**src/sv/ostc_pkg.sv**
```systemverilog
// Constants, template tables and the per-byte template compare for the classifier.
// No dependencies.
package ostc_pkg;

    // Config register indexes
    localparam logic CFG_CHAIN_VARIANT  = 1'b0;
    localparam logic CFG_WITNESS_ENABLE = 1'b1;

    // chain_variant codes (3 behaves as plain)
    localparam logic [1:0] VAR_PLAIN    = 2'd0;
    localparam logic [1:0] VAR_REPLAY   = 2'd1;
    localparam logic [1:0] VAR_WIDE_RET = 2'd2;

    // Template flag positions
    localparam int T_KEY  = 0;
    localparam int T_SH   = 1;
    localparam int T_WKEY = 2;
    localparam int T_WSH  = 3;
    localparam int T_RKEY = 4;
    localparam int T_RSH  = 5;
    localparam int NUM_TMPL = 6;

    // Result bit positions in the output tdata
    localparam int RES_REGULAR = 0;
    localparam int RES_SH      = 1;
    localparam int RES_WITNESS = 2;
    localparam int RES_RETURN  = 3;
    localparam int RES_CREATE  = 4;
    localparam int RES_CALL    = 5;
    localparam int RES_W       = 6;

    // Script opcodes and length bytes
    localparam logic [7:0] OP_0           = 8'h00;
    localparam logic [7:0] PUSH_20        = 8'h14;
    localparam logic [7:0] PUSH_32        = 8'h20;
    localparam logic [7:0] OP_RETURN      = 8'h6A;
    localparam logic [7:0] OP_DUP         = 8'h76;
    localparam logic [7:0] CMP_EQ         = 8'h87;
    localparam logic [7:0] CMP_EQ_VERIFY  = 8'h88;
    localparam logic [7:0] HASH_20        = 8'hA9;
    localparam logic [7:0] SIG_CHECK      = 8'hAC;
    localparam logic [7:0] OP_CREATE      = 8'hC1;
    localparam logic [7:0] OP_CALL        = 8'hC2;
    localparam logic [7:0] MAX_INDEX      = 8'hEA;
    localparam logic [7:0] LEN_KEY        = 8'h19;
    localparam logic [7:0] LEN_SH         = 8'h17;
    localparam logic [7:0] LEN_WKEY       = 8'h16;
    localparam logic [7:0] LEN_WSH        = 8'h22;
    localparam logic [7:0] LEN_RKEY       = 8'h3F;
    localparam logic [7:0] LEN_RSH        = 8'h3D;
    localparam logic [7:0] COUNT_MAX      = 8'hFF;

    // Bytes needed before a template can count as matched
    localparam logic [7:0] NEED_KEY  = 8'd26;
    localparam logic [7:0] NEED_SH   = 8'd24;
    localparam logic [7:0] NEED_WIT  = 8'd3;
    localparam logic [7:0] NEED_RKEY = 8'd64;
    localparam logic [7:0] NEED_RSH  = 8'd62;

    // Head bytes, fourth entry unused where the head is three long
    localparam logic [7:0] HEAD_KEY  [4] = '{LEN_KEY,  OP_DUP,  HASH_20, PUSH_20};
    localparam logic [7:0] HEAD_SH   [4] = '{LEN_SH,   HASH_20, PUSH_20, OP_0};
    localparam logic [7:0] HEAD_WKEY [4] = '{LEN_WKEY, OP_0,    PUSH_20, OP_0};
    localparam logic [7:0] HEAD_WSH  [4] = '{LEN_WSH,  OP_0,    PUSH_32, OP_0};
    localparam logic [7:0] HEAD_RKEY [4] = '{LEN_RKEY, OP_DUP,  HASH_20, PUSH_20};
    localparam logic [7:0] HEAD_RSH  [4] = '{LEN_RSH,  HASH_20, PUSH_20, OP_0};

    // Replay-protection tail shared by both replay forms, after its push byte
    localparam int RTAIL_LEN = 37;
    localparam logic [7:0] REPLAY_TAIL [RTAIL_LEN] = '{
        8'h9E, 8'hC9, 8'h84, 8'h5A, 8'hCB, 8'h02, 8'hFA, 8'hB2, 8'h4E, 8'h1C, 8'h03,
        8'h68, 8'hB3, 8'hB5, 8'h17, 8'hC1, 8'hA4, 8'h48, 8'h8F, 8'hBA, 8'h97, 8'hF0,
        8'hE3, 8'h45, 8'h9A, 8'hC0, 8'h53, 8'hEA, 8'h01, 8'h00, 8'h00, 8'h00,
        8'h03, 8'hC0, 8'h1F, 8'h02, 8'hB4
    };
    localparam logic [7:0] RKEY_TAIL_AT = 8'd27;
    localparam logic [7:0] RSH_TAIL_AT  = 8'd25;

    // One bit per template: byte b at position pos agrees, or is not checked
    function automatic logic [NUM_TMPL-1:0] tmpl_agree(input logic [7:0] pos,
                                                       input logic [7:0] b);
        logic [NUM_TMPL-1:0] ok;
        logic [7:0]          off_rkey;
        logic [7:0]          off_rsh;
        ok       = '1;
        off_rkey = pos - RKEY_TAIL_AT;
        off_rsh  = pos - RSH_TAIL_AT;
        if (pos < 8'd4)
        begin
            ok[T_KEY]  = (b == HEAD_KEY[pos[1:0]]);
            ok[T_RKEY] = (b == HEAD_RKEY[pos[1:0]]);
        end
        if (pos < 8'd3)
        begin
            ok[T_SH]   = (b == HEAD_SH[pos[1:0]]);
            ok[T_WKEY] = (b == HEAD_WKEY[pos[1:0]]);
            ok[T_WSH]  = (b == HEAD_WSH[pos[1:0]]);
            ok[T_RSH]  = (b == HEAD_RSH[pos[1:0]]);
        end
        if (pos == 8'd23)
        begin
            ok[T_SH]  = (b == CMP_EQ);
            ok[T_RSH] = (b == CMP_EQ);
        end
        if (pos == 8'd24)
        begin
            ok[T_KEY]  = (b == CMP_EQ_VERIFY);
            ok[T_RKEY] = (b == CMP_EQ_VERIFY);
            ok[T_RSH]  = (b == PUSH_32);
        end
        if (pos == 8'd25)
        begin
            ok[T_KEY]  = (b == SIG_CHECK);
            ok[T_RKEY] = (b == SIG_CHECK);
        end
        if (pos == 8'd26)
            ok[T_RKEY] = (b == PUSH_32);
        if (pos >= RKEY_TAIL_AT && pos < NEED_RKEY)
            ok[T_RKEY] = (b == REPLAY_TAIL[off_rkey[5:0]]);
        if (pos >= RSH_TAIL_AT && pos < NEED_RSH)
            ok[T_RSH] = (b == REPLAY_TAIL[off_rsh[5:0]]);
        return ok;
    endfunction

endpackage

```
**src/sv/output_script_template_classifier.sv**
```systemverilog
// Output script template classifier: top level.
// Depends on ostc_pkg (template tables, opcodes, result layout).
//
//  channel   | signals                              | contents
//  ----------+--------------------------------------+--------------------------------
//  s_axis    | s_axis_tvalid/tready/tdata/tlast     | one script byte; tlast = last_byte
//  m_axis    | m_axis_tvalid/tready/tdata           | one class item per script
//  cfg       | cfg_we, cfg_index, cfg_data          | chain_variant, witness_enable
//
// One script byte is taken every cycle unless a last byte is held by the stall
// below. A byte is registered in the input stage, then updates the template
// flags; on the last byte the classes are formed in that same pass and land in
// the output register, from which the result is offered on m_axis.
// Stalls: only a last byte waiting on a full, unaccepted output register holds
// the input stage; other bytes never wait on the output side.
// Reset clears the script state (flags all set) and both registers.
module output_script_template_classifier
    import ostc_pkg::*;
(
    input  logic       clk,
    input  logic       rst_n,
    // input items
    input  logic       s_axis_tvalid,
    output logic       s_axis_tready,
    input  logic [7:0] s_axis_tdata,   // [7:0] script_byte
    input  logic       s_axis_tlast,   // last_byte
    // result items
    output logic       m_axis_tvalid,
    input  logic       m_axis_tready,
    output logic [7:0] m_axis_tdata,   // [0] is_regular, [1] is_script_hash,
                                       // [2] is_native_witness, [3] is_op_return,
                                       // [4] is_op_create, [5] is_op_call, [7:6] zero
    // configuration
    input  logic       cfg_we,
    input  logic       cfg_index,
    input  logic [1:0] cfg_data
);

    // config
    logic [1:0] variant_reg;
    logic       witness_reg;

    // input stage
    logic       s1_valid_reg;
    logic [7:0] s1_byte_reg;
    logic       s1_last_reg;

    // per-script state
    logic [7:0]          count_reg,  count_next;
    logic [7:0]          first_reg,  first_next;
    logic [7:0]          second_reg, second_next;
    logic [7:0]          third_reg,  third_next;
    logic [7:0]          idx_reg,    idx_next;
    logic                seen_reg,   seen_next;
    logic [NUM_TMPL-1:0] flags_reg,  flags_next;

    // output register
    logic             m_valid_reg;
    logic [RES_W-1:0] m_res_reg;

    logic             out_free;
    logic             s1_go;
    logic             in_acc;
    logic             live;
    logic [7:0]       idx_pos;
    logic [NUM_TMPL-1:0] agree;
    logic [NUM_TMPL-1:0] full;
    logic             wit, reg_m, sh_m, ret_m, cand;
    logic [RES_W-1:0] res;

    // a non-last byte never needs the output register
    assign out_free      = !m_valid_reg || m_axis_tready;
    assign s1_go         = s1_valid_reg && (!s1_last_reg || out_free);
    assign s_axis_tready = !s1_valid_reg || s1_go;
    assign in_acc        = s_axis_tvalid && s_axis_tready;

    assign m_axis_tvalid = m_valid_reg;
    assign m_axis_tdata  = {{(8-RES_W){1'b0}}, m_res_reg};

    // Byte update: position stops at 255, from 255 on nothing is checked
    always_comb
    begin
        live        = (count_reg != COUNT_MAX);
        agree       = tmpl_agree(count_reg, s1_byte_reg);
        flags_next  = live ? (flags_reg & agree) : flags_reg;
        first_next  = (live && count_reg == 8'd0) ? s1_byte_reg : first_reg;
        second_next = (live && count_reg == 8'd1) ? s1_byte_reg : second_reg;
        third_next  = (live && count_reg == 8'd2) ? s1_byte_reg : third_reg;
        // at position 0 the index is the byte itself
        idx_pos     = first_next;
        idx_next    = idx_reg;
        seen_next   = seen_reg;
        if (live && count_reg == idx_pos)
        begin
            idx_next  = s1_byte_reg;
            seen_next = 1'b1;
        end
        count_next  = live ? (count_reg + 8'd1) : count_reg;

        // a template counts only once all its checked bytes arrived
        full[T_KEY]  = flags_next[T_KEY]  && (count_next >= NEED_KEY);
        full[T_SH]   = flags_next[T_SH]   && (count_next >= NEED_SH);
        full[T_WKEY] = flags_next[T_WKEY] && (count_next >= NEED_WIT);
        full[T_WSH]  = flags_next[T_WSH]  && (count_next >= NEED_WIT);
        full[T_RKEY] = flags_next[T_RKEY] && (count_next >= NEED_RKEY);
        full[T_RSH]  = flags_next[T_RSH]  && (count_next >= NEED_RSH);

        wit   = witness_reg && (full[T_WKEY] || full[T_WSH]);
        reg_m = wit || full[T_KEY] || ((variant_reg == VAR_REPLAY) && full[T_RKEY]);
        sh_m  = full[T_SH] || ((variant_reg == VAR_REPLAY) && full[T_RSH]);
        ret_m = ((count_next >= 8'd2) && (second_next == OP_RETURN))
             || ((variant_reg == VAR_WIDE_RET) && (count_next >= 8'd3)
                 && (second_next == OP_0) && (third_next == OP_RETURN));
        cand  = !reg_m && !sh_m && !ret_m && (first_next <= MAX_INDEX)
             && (first_next < count_next) && seen_next;

        res              = '0;
        res[RES_REGULAR] = reg_m;
        res[RES_SH]      = sh_m;
        res[RES_WITNESS] = wit;
        res[RES_RETURN]  = ret_m;
        res[RES_CREATE]  = cand && (idx_next == OP_CREATE);
        res[RES_CALL]    = cand && (idx_next == OP_CALL);
    end

    always_ff @(posedge clk or negedge rst_n)
    begin
        if (!rst_n)
        begin
            variant_reg  <= VAR_PLAIN;
            witness_reg  <= 1'b0;
            s1_valid_reg <= 1'b0;
            s1_byte_reg  <= '0;
            s1_last_reg  <= 1'b0;
            count_reg    <= '0;
            first_reg    <= '0;
            second_reg   <= '0;
            third_reg    <= '0;
            idx_reg      <= '0;
            seen_reg     <= 1'b0;
            flags_reg    <= '1;
            m_valid_reg  <= 1'b0;
            m_res_reg    <= '0;
        end
        else
        begin
            if (cfg_we)
            begin
                unique case (cfg_index)
                    CFG_CHAIN_VARIANT:  variant_reg <= cfg_data;
                    CFG_WITNESS_ENABLE: witness_reg <= cfg_data[0];
                    default:            variant_reg <= variant_reg;
                endcase
            end

            if (in_acc)
            begin
                s1_valid_reg <= 1'b1;
                s1_byte_reg  <= s_axis_tdata;
                s1_last_reg  <= s_axis_tlast;
            end
            else if (s1_go)
                s1_valid_reg <= 1'b0;

            if (s1_go)
            begin
                if (s1_last_reg)
                begin
                    // script done: start clean for the next one
                    count_reg  <= '0;
                    first_reg  <= '0;
                    second_reg <= '0;
                    third_reg  <= '0;
                    idx_reg    <= '0;
                    seen_reg   <= 1'b0;
                    flags_reg  <= '1;
                end
                else
                begin
                    count_reg  <= count_next;
                    first_reg  <= first_next;
                    second_reg <= second_next;
                    third_reg  <= third_next;
                    idx_reg    <= idx_next;
                    seen_reg   <= seen_next;
                    flags_reg  <= flags_next;
                end
            end

            if (s1_go && s1_last_reg)
            begin
                m_valid_reg <= 1'b1;
                m_res_reg   <= res;
            end
            else if (m_axis_tready)
                m_valid_reg <= 1'b0;
        end
    end

endmodule

```
**config.mk**
```make
export PLATFORM = sky130hd
export DESIGN_NAME = output_script_template_classifier
export DESIGN_NICKNAME = d
export VERILOG_FILES = /design/src/sv/ostc_pkg.sv /design/src/sv/output_script_template_classifier.sv
export SDC_FILE = /design/constraint.sdc
export NUM_CORES = 1
export LEC_CHECK = 0
export CORE_MARGIN = 8
export CORE_UTILIZATION = 35
export DETAILED_ROUTE_END_ITERATION = 8
export DONT_BUFFER_PORTS = 1
export GPL_TIMING_DRIVEN = 0
export PLACE_DENSITY_LB_ADDON = 0.1
export REMOVE_ABC_BUFFERS = 1
export SLEW_MARGIN = 20
export SYNTH_ARGS = -nofsm -noshare
export SYNTH_HDL_FRONTEND = slang
export SYNTH_SLANG_ARGS = --single-unit
```
**constraint.sdc**
```tcl
create_clock -name clk -period 4.1 [get_ports clk]
set_clock_uncertainty 0.15 [all_clocks]
set_input_delay 0.41 -clock clk [delete_from_list [all_inputs] [get_ports clk]]
set_output_delay 0.41 -clock clk [all_outputs]
set_load 0.03 [all_outputs]
```
**Word level (Yosys, flattened, before mapping)**

Memories as Yosys holds them, arrays and structs flattened.
Index checks and enable logic that the tools add are counted.

- Magnitude comparators: 17
- Multipliers: 0
- Muxes and demuxes: 53
- Reductions and logical operators: 49
- Divide/modulo/power cells: 0
- Shifts and indexed selects: 0
- Equal/unequal tests: 26
- Bitwise gates (word level): 5
- Add/subtract/negate cells: 3

Operators by type and width:

| operator | count |
|---|---|
| $mux W8 | 26 |
| $bmux W8 S2 | 6 |
| $eq A8 B8 Y1 | 9 |
| $eq A8 B8 Y1 const B | 5 |
| $eq A8 B5 Y1 const B | 4 |
| $ge A8 B5 Y1 const B | 4 |
| $logic_and A1 B1 Y1 | 29 |
| $mux W1 | 17 |
| $eq A8 B7 Y1 const B | 2 |
| $ge A8 B2 Y1 const B | 2 |
| $logic_not A8 Y1 | 2 |
| $ge A7 B7 Y1 const B | 2 |
| $not A6 Y7 | 2 |
| $mux W6 | 2 |
| $sub A6 B5 Y6 const B | 2 |
| $add A8 B1 Y8 const B | 1 |
| $eq A8 B1 Y1 const B | 1 |
| $eq A8 B2 Y1 const B | 1 |
| $eq A8 B6 Y1 const B | 1 |
| $ge A8 B6 Y1 const B | 1 |
| $ge A8 B7 Y1 const B | 1 |
| $le A8 B8 Y1 const B | 1 |
| $logic_or A1 B1 Y1 | 8 |
| $lt A8 B2 Y1 const B | 1 |
| other kinds (16) | 23 |

- Bits in read-only memories: 1024
- Bits in latches: 0
- Memories: 2
- Memory bits (writable): 0
- Register bits: 67
- Logic and storage cells: 169
- Output and inout port bits: 10

Memory list:

| memory | words | bits a word | rd ports | clocked after memory_dff | wr ports | line | text |
|---|---|---|---|---|---|---|---|
| (name not given) | 64 | 8 | 1 | 0 | 0 | ostc_pkg.sv:121 | `ok[T_RSH] = (b == REPLAY_TAIL[off_rsh[5:0]]);` |
| (name not given) | 64 | 8 | 1 | 0 | 0 | ostc_pkg.sv:119 | `ok[T_RKEY] = (b == REPLAY_TAIL[off_rkey[5:0]]);` |

**Longest topological paths before layout**

Gate-level depths: netlist (run 1).

- Depth in word-level cells: 25
- Depth in mapped cells: 21

**Worst setup path after synthesis (run 1)**

OpenSTA, ideal clock, no wires.

- Path type: reg2reg
- Start point: reg count_reg[1]
- End point: reg m_res_reg[4]
- Period minus slack after synthesis: 4.278 ns
- Arrival time: 4.061 ns
- Buffers on the path: 7
- Stages on the path, launching flop included: 20
- Library setup time: 0.067 ns
- Required time: 3.883 ns
- Slack: -0.178 ns
- Cell sequence: dfrtp_1 -> buf_4 -> buf_6 -> buf_2 -> clkinv_1 -> ha_1 -> buf_2 -> buf_2 -> buf_2 -> nand3_1 -> clkbuf_1 -> mux2_2 -> ha_1 -> and4_1 -> a21oi_1 -> nand4_1 -> a41oi_1 -> nand4_1 -> a21oi_1 -> a32o_1

- Word-level cells in the longest chain between the ends: 22

RTL lines:

| item | line | text |
|---|---|---|
| start: declaration | output_script_template_classifier.sv:49 | `logic [7:0] count_reg, count_next;` |
| start signal: assignment | output_script_template_classifier.sv:180 | `count_reg <= count_next;` |
| parallel branches: the longest is 21 deep, another holds $mem_v2 Z64 W8 | -- |  |
| $logic_and A1 B1 Y1 * | output_script_template_classifier.sv:122 | `res[RES_CREATE] = cand && (idx_next == OP_CREATE);` |
| end signal: assignment | output_script_template_classifier.sv:193 | `m_res_reg <= res;` |
| end: declaration | output_script_template_classifier.sv:59 | `logic [RES_W-1:0] m_res_reg;` |

Mark *: on every way between the ends. The select of a mux whose other input is x is not followed.
A chain may end at the register's enable or synchronous reset.

**Final worst setup path (run 1)**

Ends and elaborated chain as after synthesis.

==> summary.txt, run 1 <==
Logic synthesis
  • Complex-gate fraction of the synthesized area: 29.91%
  • FFs w/ async S/R, synth: 100.0%
  • Syn. warnings: 0
  • Main synth FF type: dfrtp_1
  • Syn_area_per_cell: 7.559 sq um
  • Multiplexer share of the synthesized area: 4.609%
  • Largest family of logic cells by synthesized area: compound AO/OA/AOI/OAI gates
  • Mapped Area: 6705 sq um
  • Unique masters post-synth: 89
  • Synthesis-stage register bit count: 67
  • Post-synthesis cell count: 887
  • Number of synthesized flops with an enable pin: 0
  • Post-Synth XOR/XNOR Area: 4.385%
  • Seq/Total Area, Yosys: 25.12%
  • Fraction of the mapped netlist area in simple logic gates: 25.15%
  • Post-Synth Adder-Cell Area: 2.986%

Setup path
  • CP arrival: 4.02 ns
  • CP peak stage delay: 0.61 ns
  • Startpoint types: flip-flop
  • WP data required: 4.17 ns
  • Critical path capture point type: flip-flop
  • Top Family by Delay on Critical Path: compound AO/OA/AOI/OAI gates
  • Slowest cell on crit path: dfrtp_4
  • Crit Path Category: flip-flop to flip-flop
  • Crit path max fanout: 20
  • Critical path, cell by cell: clkinv_4 -> ha_4 -> mux2i_1 -> or2_1 -> a221oi_1 -> nand3b_1 -> a21oi_1 -> a31o_2 -> or4_1 -> o41a_1 -> a32o_1
  • Bufs and invs on worst path: 1

Flow run
  • Max Cap Viol: 0

Final layout
  • Area grow syn2layout: 7.893%
  • NumNets Final: 860
  • Post-layout util: 38.55%
  • Sequential Area: 1703 sq um
  • Diodes inserted: 0
  • Multi-input gate area: 4648 sq um
  • Post-route cell area: 7234 sq um
  • Ratio of cells with drive above 1 in the final layout: 11.31%
  • Filler cell count: 1938
  • Layout Cells excl Fill: 1065

Clocking
  • Clk_lat worst skew: 0.34 ns
  • CTS Sinks: 67
  • Reg clk slew, reported paths: 0.06 ns
  • Root buffer selected by CTS: clkbuf_16
  • Clock Path Buffers: 2
  • Total CTS buffers: 9
  • CTS tree: built
  • Clock H-tree levels: 3

Global route
  • Number of global-route vias before repair: 6623
  • Global route overflow: 0
  • Antenna violations before repair: 0
  • First-pass GRT wire length: 39740 um
  • Pin count of the biggest net entering global routing: 68
  • Gr usage total: 20.98%

Min path
  • Hold Path Class: input port to flip-flop

Pwr
  • Pleak: 2.662 nW
  • PwrDens: 604.7 nW/um^2
  • Worst VDD drop: 0.2669 mV

Route
  • Wire per inst: 23.76 um
  • Drt initial violations: 906
  • Final ANT Viol Nets: 0
  • Drt first pass iters: 6
  • # DRC: 0
  • Total Wirelength: 25300 um
  • DR vias/cell: 6.596
  • Vias: 7025

Timing
  • Fin. Hold Viols: 0
  • Fin. max-slew vios: 0
  • RSZ-0062 raised after global routing: false
  • Minimum period implied by the final worst setup slack: 3.947 ns
  • Period utilisation layout: 96.27%
  • Worst relative slew slack: 28.25%
  • Fmax: 253.4 MHz
  • Slew @ Worst Pin: 1.076 ns
  • Final setup TNS: 0 ns
  • Final setup violating endpoints: 0

Floorplan
  • Core ar.: 18770 sq um
  • Die area: 23840 sq um
  • Initial Util: 35.73%
  • Die Span Y: 154.4 um
  • Site row count: 50
  • Top-Level Pins: 27
  • Chip width: 154.4 um

Placement
  • Placed insts: 1042
  • Dpl hpwl: 16830 um
  • Placer congestion estimate: 0.8473
  • Port-buffer cells: 0
  • Placed inst area: 6708 sq um

Status
  • Outcome: complete, no violations
[placed cells by master (no fill, tap or decap), types with 15 or more instances in the layout]
cell / synthesis / layout
dfrtp_1: 61 / 56
a22oi_1: 27 / 27
nand3_1: 28 / 27
xnor2_1: 23 / 20
nand2_1: 100 / 99
a21oi_1: 50 / 49
nor3_1: 24 / 23
nor2_1: 66 / 66
mux2_2: 15 / 15
inv_1: 24 / 23
o22ai_1: 16 / 16
o21ai_0: 78 / 77
[kinds of logic after synthesis]
logic type | count (synthesis)
xor gates and xnor gates | 32
and+or+nand+nor | 330
DFF | 67
muxes | 29
AOI/OAI and AO/OA | 298
other | 1
buffers and inverters | 114
adders and majority gates | 16
[repair_timing]
item / in CTS / in global routing
buffers inserted: 6 / 0
endpoints found under the setup margin: 7 / 6
pin swaps: 2 / 1
hold buffers: 2 / 0
endpoints found under the hold margin: 67 / 0
resized for setup: 24 / 13
[cell type report]
class / instances / share of cell area [%]
clock buffers: 12 / 3.407
clock inverters: 3 / 0.3459
inverters: 29 / 1.730
multi-input cells: 707 / 64.25
flip-flops and latches: 67 / 23.54
well taps: 234 / 4.047
repair buffers: 13 / 2.681
[power by group]
| group | switching [W] | internal, W |
|---|---|---|
| clock | 0.000295 | 0.000425 |
| combinational | 0.00153 | 0.000961 |
| sequential | 0.000297 | 0.000871 |
| total | 0.00212 | 0.00226 |
[routing by layer]
metal / vias up / part of all wire (%) / global-route usage [%]
li1: 3187 / - / -
met5: - / 0 / 0
met3: 45 / 7.9 / 3.176
met4: 0 / 1.8 / 6.906
met2: 353 / 46 / 33.66
met1: 3440 / 44 / 28.32
[per-stage QoR]
step                total power, W  setup slack [ns]  hold slack [ns]
floorplan                 0.002709           -0.7853         -0.03559
global placement          0.003361            -2.647         -0.03349
detailed placement        0.003452            -1.502         -0.03335
CTS                       0.004307           0.02026          0.02739
global route              0.004682           0.01799          0.03151
finish                    0.004375            0.1530          0.03676
[Yosys cell counts, types with 5 or more instances]
| master | instances | area share [%] |
|---|---|---|
| nand2_1 | 100 | 5.6 |
| o21ai_0 | 78 | 5.8 |
| nor2_1 | 66 | 3.7 |
| dfrtp_1 | 61 | 23 |
| a21oi_1 | 50 | 3.7 |
| clkbuf_1 | 44 | 2.5 |
| nand3_1 | 28 | 2.1 |
| a22oi_1 | 27 | 3.0 |
| inv_1 | 24 | 1.3 |
| nor3_1 | 24 | 1.8 |
| xnor2_1 | 23 | 3.0 |
| buf_2 | 21 | 1.6 |
| ha_1 | 16 | 3.0 |
| o22ai_1 | 16 | 1.5 |
| mux2_2 | 15 | 2.5 |
| mux2i_1 | 14 | 2.1 |
| nand4_1 | 14 | 1.3 |
| nor2b_1 | 13 | 1.2 |
| nand2b_1 | 12 | 1.1 |
| a31oi_1 | 11 | 1.0 |
| or3_1 | 11 | 1.0 |
| a211o_1 | 9 | 1.2 |
| a211oi_1 | 9 | 1.0 |
| buf_4 | 8 | 0.90 |
| nor4_1 | 8 | 0.75 |
| o21a_1 | 8 | 0.90 |
| xor2_1 | 8 | 1.0 |
| buf_1 | 7 | 0.39 |
| o211ai_1 | 7 | 0.78 |
| or4_1 | 7 | 0.78 |
| and3_1 | 6 | 0.56 |
| dfstp_2 | 6 | 2.4 |
| nor3b_1 | 6 | 0.67 |
| buf_6 | 5 | 0.84 |
| nand3b_1 | 5 | 0.56 |
| o221ai_1 | 5 | 0.65 |
| o311ai_0 | 5 | 0.65 |
[worst paths after layout]
check / start / to / slack (ns) / cells after the start
worst max-delay path: count_reg[1]$_DFFE_PN0P_ / m_res_reg[4]$_DFFE_PN0P_ / 0.15 / 11
min in group asynchronous: rst_n / first_reg[1]$_DFFE_PN0P_ / 0.44 / 2
worst max register to register: count_reg[1]$_DFFE_PN0P_ / m_res_reg[4]$_DFFE_PN0P_ / 0.15 / 11
worst min register to register: flags_reg[3]$_DFFE_PN1P_ / flags_reg[3]$_DFFE_PN1P_ / 0.34 / 2
worst min-delay path: s_axis_tvalid / s1_valid_reg$_DFFE_PN0P_ / 0.04 / 1
max in group asynchronous: rst_n / flags_reg[4]$_DFFE_PN1P_ / 3.01 / 2
(Power assumes the default switching activity.)
==> run 2: changes to the inputs <==
--- a/config.mk
+++ b/config.mk
@@ -5,11 +5,13 @@
 export SDC_FILE = /design/constraint.sdc
 export NUM_CORES = 1
 export LEC_CHECK = 0
+export ABC_AREA = 1
 export CORE_MARGIN = 8
 export CORE_UTILIZATION = 35
 export DETAILED_ROUTE_END_ITERATION = 8
 export DONT_BUFFER_PORTS = 1
 export GPL_TIMING_DRIVEN = 0
+export HOLD_SLACK_MARGIN = 0.03
 export PLACE_DENSITY_LB_ADDON = 0.1
 export REMOVE_ABC_BUFFERS = 1
 export SLEW_MARGIN = 20
==> run 2 against run 1 <==
Die area down 12%. Critical endpoint unchanged. Area after synthesis down 13%. First-iteration DRC count down 44%. Sequential share of layout area up 3.4 points. Worst setup slack better by 0.18 ns.
==> summary.txt, run 2 <==
Final layout
  • Most frequent cells in the layout: 338 x nand2_1, 95 x nand3_1, 81 x nor2_1
  • Layout Cells excl Fill: 1137
  • Sequential Area: 1692 sq um
  • Diodes inserted: 0
  • NumNets Final: 945
  • Ratio of cells with drive above 1 in the final layout: 6.870%
  • Filler cell count: 1772
  • Area grow syn2layout: 8.172%
  • Most common cell after layout, fill and taps aside: nand2_1
  • Post-route cell area: 6277 sq um
  • Multi-input gate area: 3575 sq um
  • Post-layout util: 38.26%

Route
  • Drt initial violations: 507
  • Vias: 6021
  • Drt first pass iters: 5
  • DR vias/cell: 5.296
  • Total Wirelength: 19910 um
  • Final ANT Viol Nets: 0
  • # DRC: 0
  • Wire per inst: 17.51 um

Logic synthesis
  • Unique masters post-synth: 49
  • Multiplexer share of the synthesized area: 0%
  • Largest family of logic cells by synthesized area: simple AND/OR/NAND/NOR gates
  • Fraction of the mapped netlist area in simple logic gates: 39.93%
  • Syn_area_per_cell: 6.187 sq um
  • Synthesis-stage register bit count: 67
  • Number of synthesized flops with an enable pin: 0
  • Most frequent cell after synthesis: nand2_1
  • Post-synthesis cell count: 938
  • Area leader, netlist: dfrtp_1
  • Post-synth top area share: 26.30%
  • Syn. warnings: 0
  • Post-Synth XOR/XNOR Area: 2.242%
  • FFs w/ async S/R, synth: 100.0%
  • Main synth FF type: dfrtp_1
  • Synth area leaders: dfrtp_1 26%, nand2_1 22%, nand3_1 8.2%, nor2_1 5.2%, inv_1 5.2%
  • Post-Synth Adder-Cell Area: 3.450%
  • Seq/Total Area, Yosys: 29.02%
  • Complex-gate fraction of the synthesized area: 15.55%
  • Mapped Area: 5803 sq um
  • List of most frequent post-synthesis cells: 339 x nand2_1, 95 x nand3_1, 81 x nor2_1

Status
  • Outcome: complete, no violations

Clocking
  • Clock Path Buffers: 2
  • Total CTS buffers: 9
  • Root buffer selected by CTS: clkbuf_16
  • Clk_lat worst skew: 0.35 ns
  • CTS Sinks: 67
  • Reg clk slew, reported paths: 0.07 ns
  • Clock H-tree levels: 3
  • CTS tree: built

Global route
  • Global route overflow: 0
  • First-pass GRT wire length: 31530 um
  • Pin count of the biggest net entering global routing: 68
  • Antenna violations before repair: 0
  • Gr usage total: 19.78%
  • Number of global-route vias before repair: 5579

Min path
  • Hold Path Class: input port to flip-flop

Timing
  • Final setup TNS: 0 ns
  • Minimum period implied by the final worst setup slack: 3.764 ns
  • Fin. Hold Viols: 0
  • Final hold slack: 0.07094 ns
  • Fmax: 265.7 MHz
  • Final setup violating endpoints: 0
  • Fin. max-slew vios: 0
  • Worst relative slew slack: 46.63%
  • RSZ-0062 raised after global routing: false
  • Slew @ Worst Pin: 0.7978 ns
  • Period utilisation layout: 91.80%

Pwr
  • Clock share of power: 21.7%
  • Worst VDD drop: 0.3029 mV
  • Sw Pwr: 0.001788 W
  • PwrDens: 588.7 nW/um^2
  • Comb power frac: 51.6%
  • Sequential Power Share: 26.7%
  • Switching part of the total: 48.38%
  • Pleak: 3.117 nW
  • Internal power: 0.001907 W

Setup path
  • CP peak stage delay: 0.61 ns
  • Crit Path Category: flip-flop to flip-flop
  • Slowest cell on crit path: dfrtp_4
  • CP arrival: 3.86 ns
  • Critical path, cell by cell: ha_1 -> inv_1 -> ha_4 -> clkinv_1 -> nand2_1 -> inv_1 -> o21ai_0 -> nand3_1 -> nand3_1 -> nand2_1 -> nand2_1 -> nand2_1 -> nor2_1 -> nand4_1 -> nand2_1 -> nand3_1 -> nand2_1 -> nor2_1 -> nand2_1 -> nand2_1
  • Crit path max fanout: 20
  • Most used cell, CP: nand2_1
  • Startpoint types: flip-flop
  • Critical path capture point type: flip-flop
  • WP data required: 4.20 ns

Floorplan
  • Initial Util: 35.37%
  • Die area: 20960 sq um
  • Die Span Y: 144.8 um
  • Chip width: 144.8 um
  • Site row count: 47
  • Core ar.: 16410 sq um
  • Top-Level Pins: 27

Placement
  • Placed inst area: 5857 sq um
  • Placed insts: 1113
  • Dpl hpwl: 13580 um
  • Port-buffer cells: 0
  • Placer congestion estimate: 0.8552

Flow run
  • Max Cap Viol: 0
[run 2: cell count changes in the layout (fill, tap and decap cells not counted), sizes merged, moves of 21 or more]
| cell | delta |
|---|---|
| xnor2 | -21 |
| inv | +61 |
| nand2 | +242 |
| a22oi | -27 |
| nand3 | +69 |
[run 2: layout make-up]
cell class / count / area share [%]
Timing Repair Buffer: 8 / 1.395
Inverter: 90 / 5.501
Clock inverter: 7 / 1.236
Multi-Input combinational cell: 736 / 56.95
Sequential cell: 67 / 26.95
Tap cell: 220 / 4.385
Clock buffer: 9 / 3.588
[run 2: routing by layer]
layer | track usage, % | vias up | wire, um | share of wire (%)
met4 | 8.160 | 0 | 515 | 2.6
met3 | 2.690 | 25 | 1032 | 5.2
met2 | 30.80 | 183 | 8927 | 45
li1 | - | 3015 | - | -
met1 | 26.95 | 2798 | 9439 | 47
met5 | 0 | - | 0 | 0
[run 2: cell families (layout without fill, tap and decap cells)]
| logic type | after synthesis | in the layout |
|---|---|---|
| AOI/OAI and AO/OA | 154 | 154 |
| xor gates and xnor gates | 14 | 14 |
| adders and majority gates | 16 | 16 |
| buffers and inverters | 136 | 114 |
| DFF | 67 | 67 |
| other | 1 | 2 |
| and+or+nand+nor | 550 | 550 |
[run 2: final timing paths]
path | from | endpoint | slack (ns) | cells after the start
min in group asynchronous | rst_n | second_reg[2]$_DFFE_PN0P_ | 0.48 | 2
max reg2reg | count_reg[0]$_DFFE_PN0P_ | m_res_reg[4]$_DFFE_PN0P_ | 0.34 | 20
max in group asynchronous | rst_n | flags_reg[0]$_DFFE_PN1P_ | 3.01 | 2
min | s_axis_tdata[5] | s1_byte_reg[5]$_DFFE_PN0P_ | 0.07 | 2
max | count_reg[0]$_DFFE_PN0P_ | m_res_reg[4]$_DFFE_PN0P_ | 0.34 | 20
min reg2reg | idx_reg[0]$_DFFE_PN0P_ | idx_reg[0]$_DFFE_PN0P_ | 0.33 | 2
[run 2: critical path, delay by kind of cell (launching register included)]
family          cells  cell delay, ns
flops               1            0.61
compound gates      1            0.14
fa+ha+maj           2            0.75
simple gates       14            1.45
buf+inv             3            0.53
[run 2: power groups by stage]
stage | Clock (W) | Sequential (W) | Combinational [W]
floorplan | 0 | 0.000924 | 0.00142
global placement | 0 | 0.000982 | 0.00185
detailed placement | 0 | 0.000986 | 0.00184
CTS | 0.000813 | 0.000978 | 0.00187
global route | 0.000845 | 0.00101 | 0.00217
finish | 0.000803 | 0.000985 | 0.00191
[run 2: repair_timing]
action	in CTS	in global routing
hold buffers	4	0
endpoints found under the hold margin	68	0
resized for setup	4	5
cloned	0	0
buffers inserted	1	3
endpoints found under the setup margin	6	4
[run 2: stage by stage]
| stage | setup slack [ns] | total power, W |
|---|---|---|
| final | 0.3362 | 0.003695 |
| after global routing | 0.05682 | 0.004019 |
| after CTS | 0.08102 | 0.003665 |
| after detailed placement | -0.4752 | 0.002824 |
| after global placement | -0.5048 | 0.002830 |
| after floorplan | 0.9526 | 0.002342 |
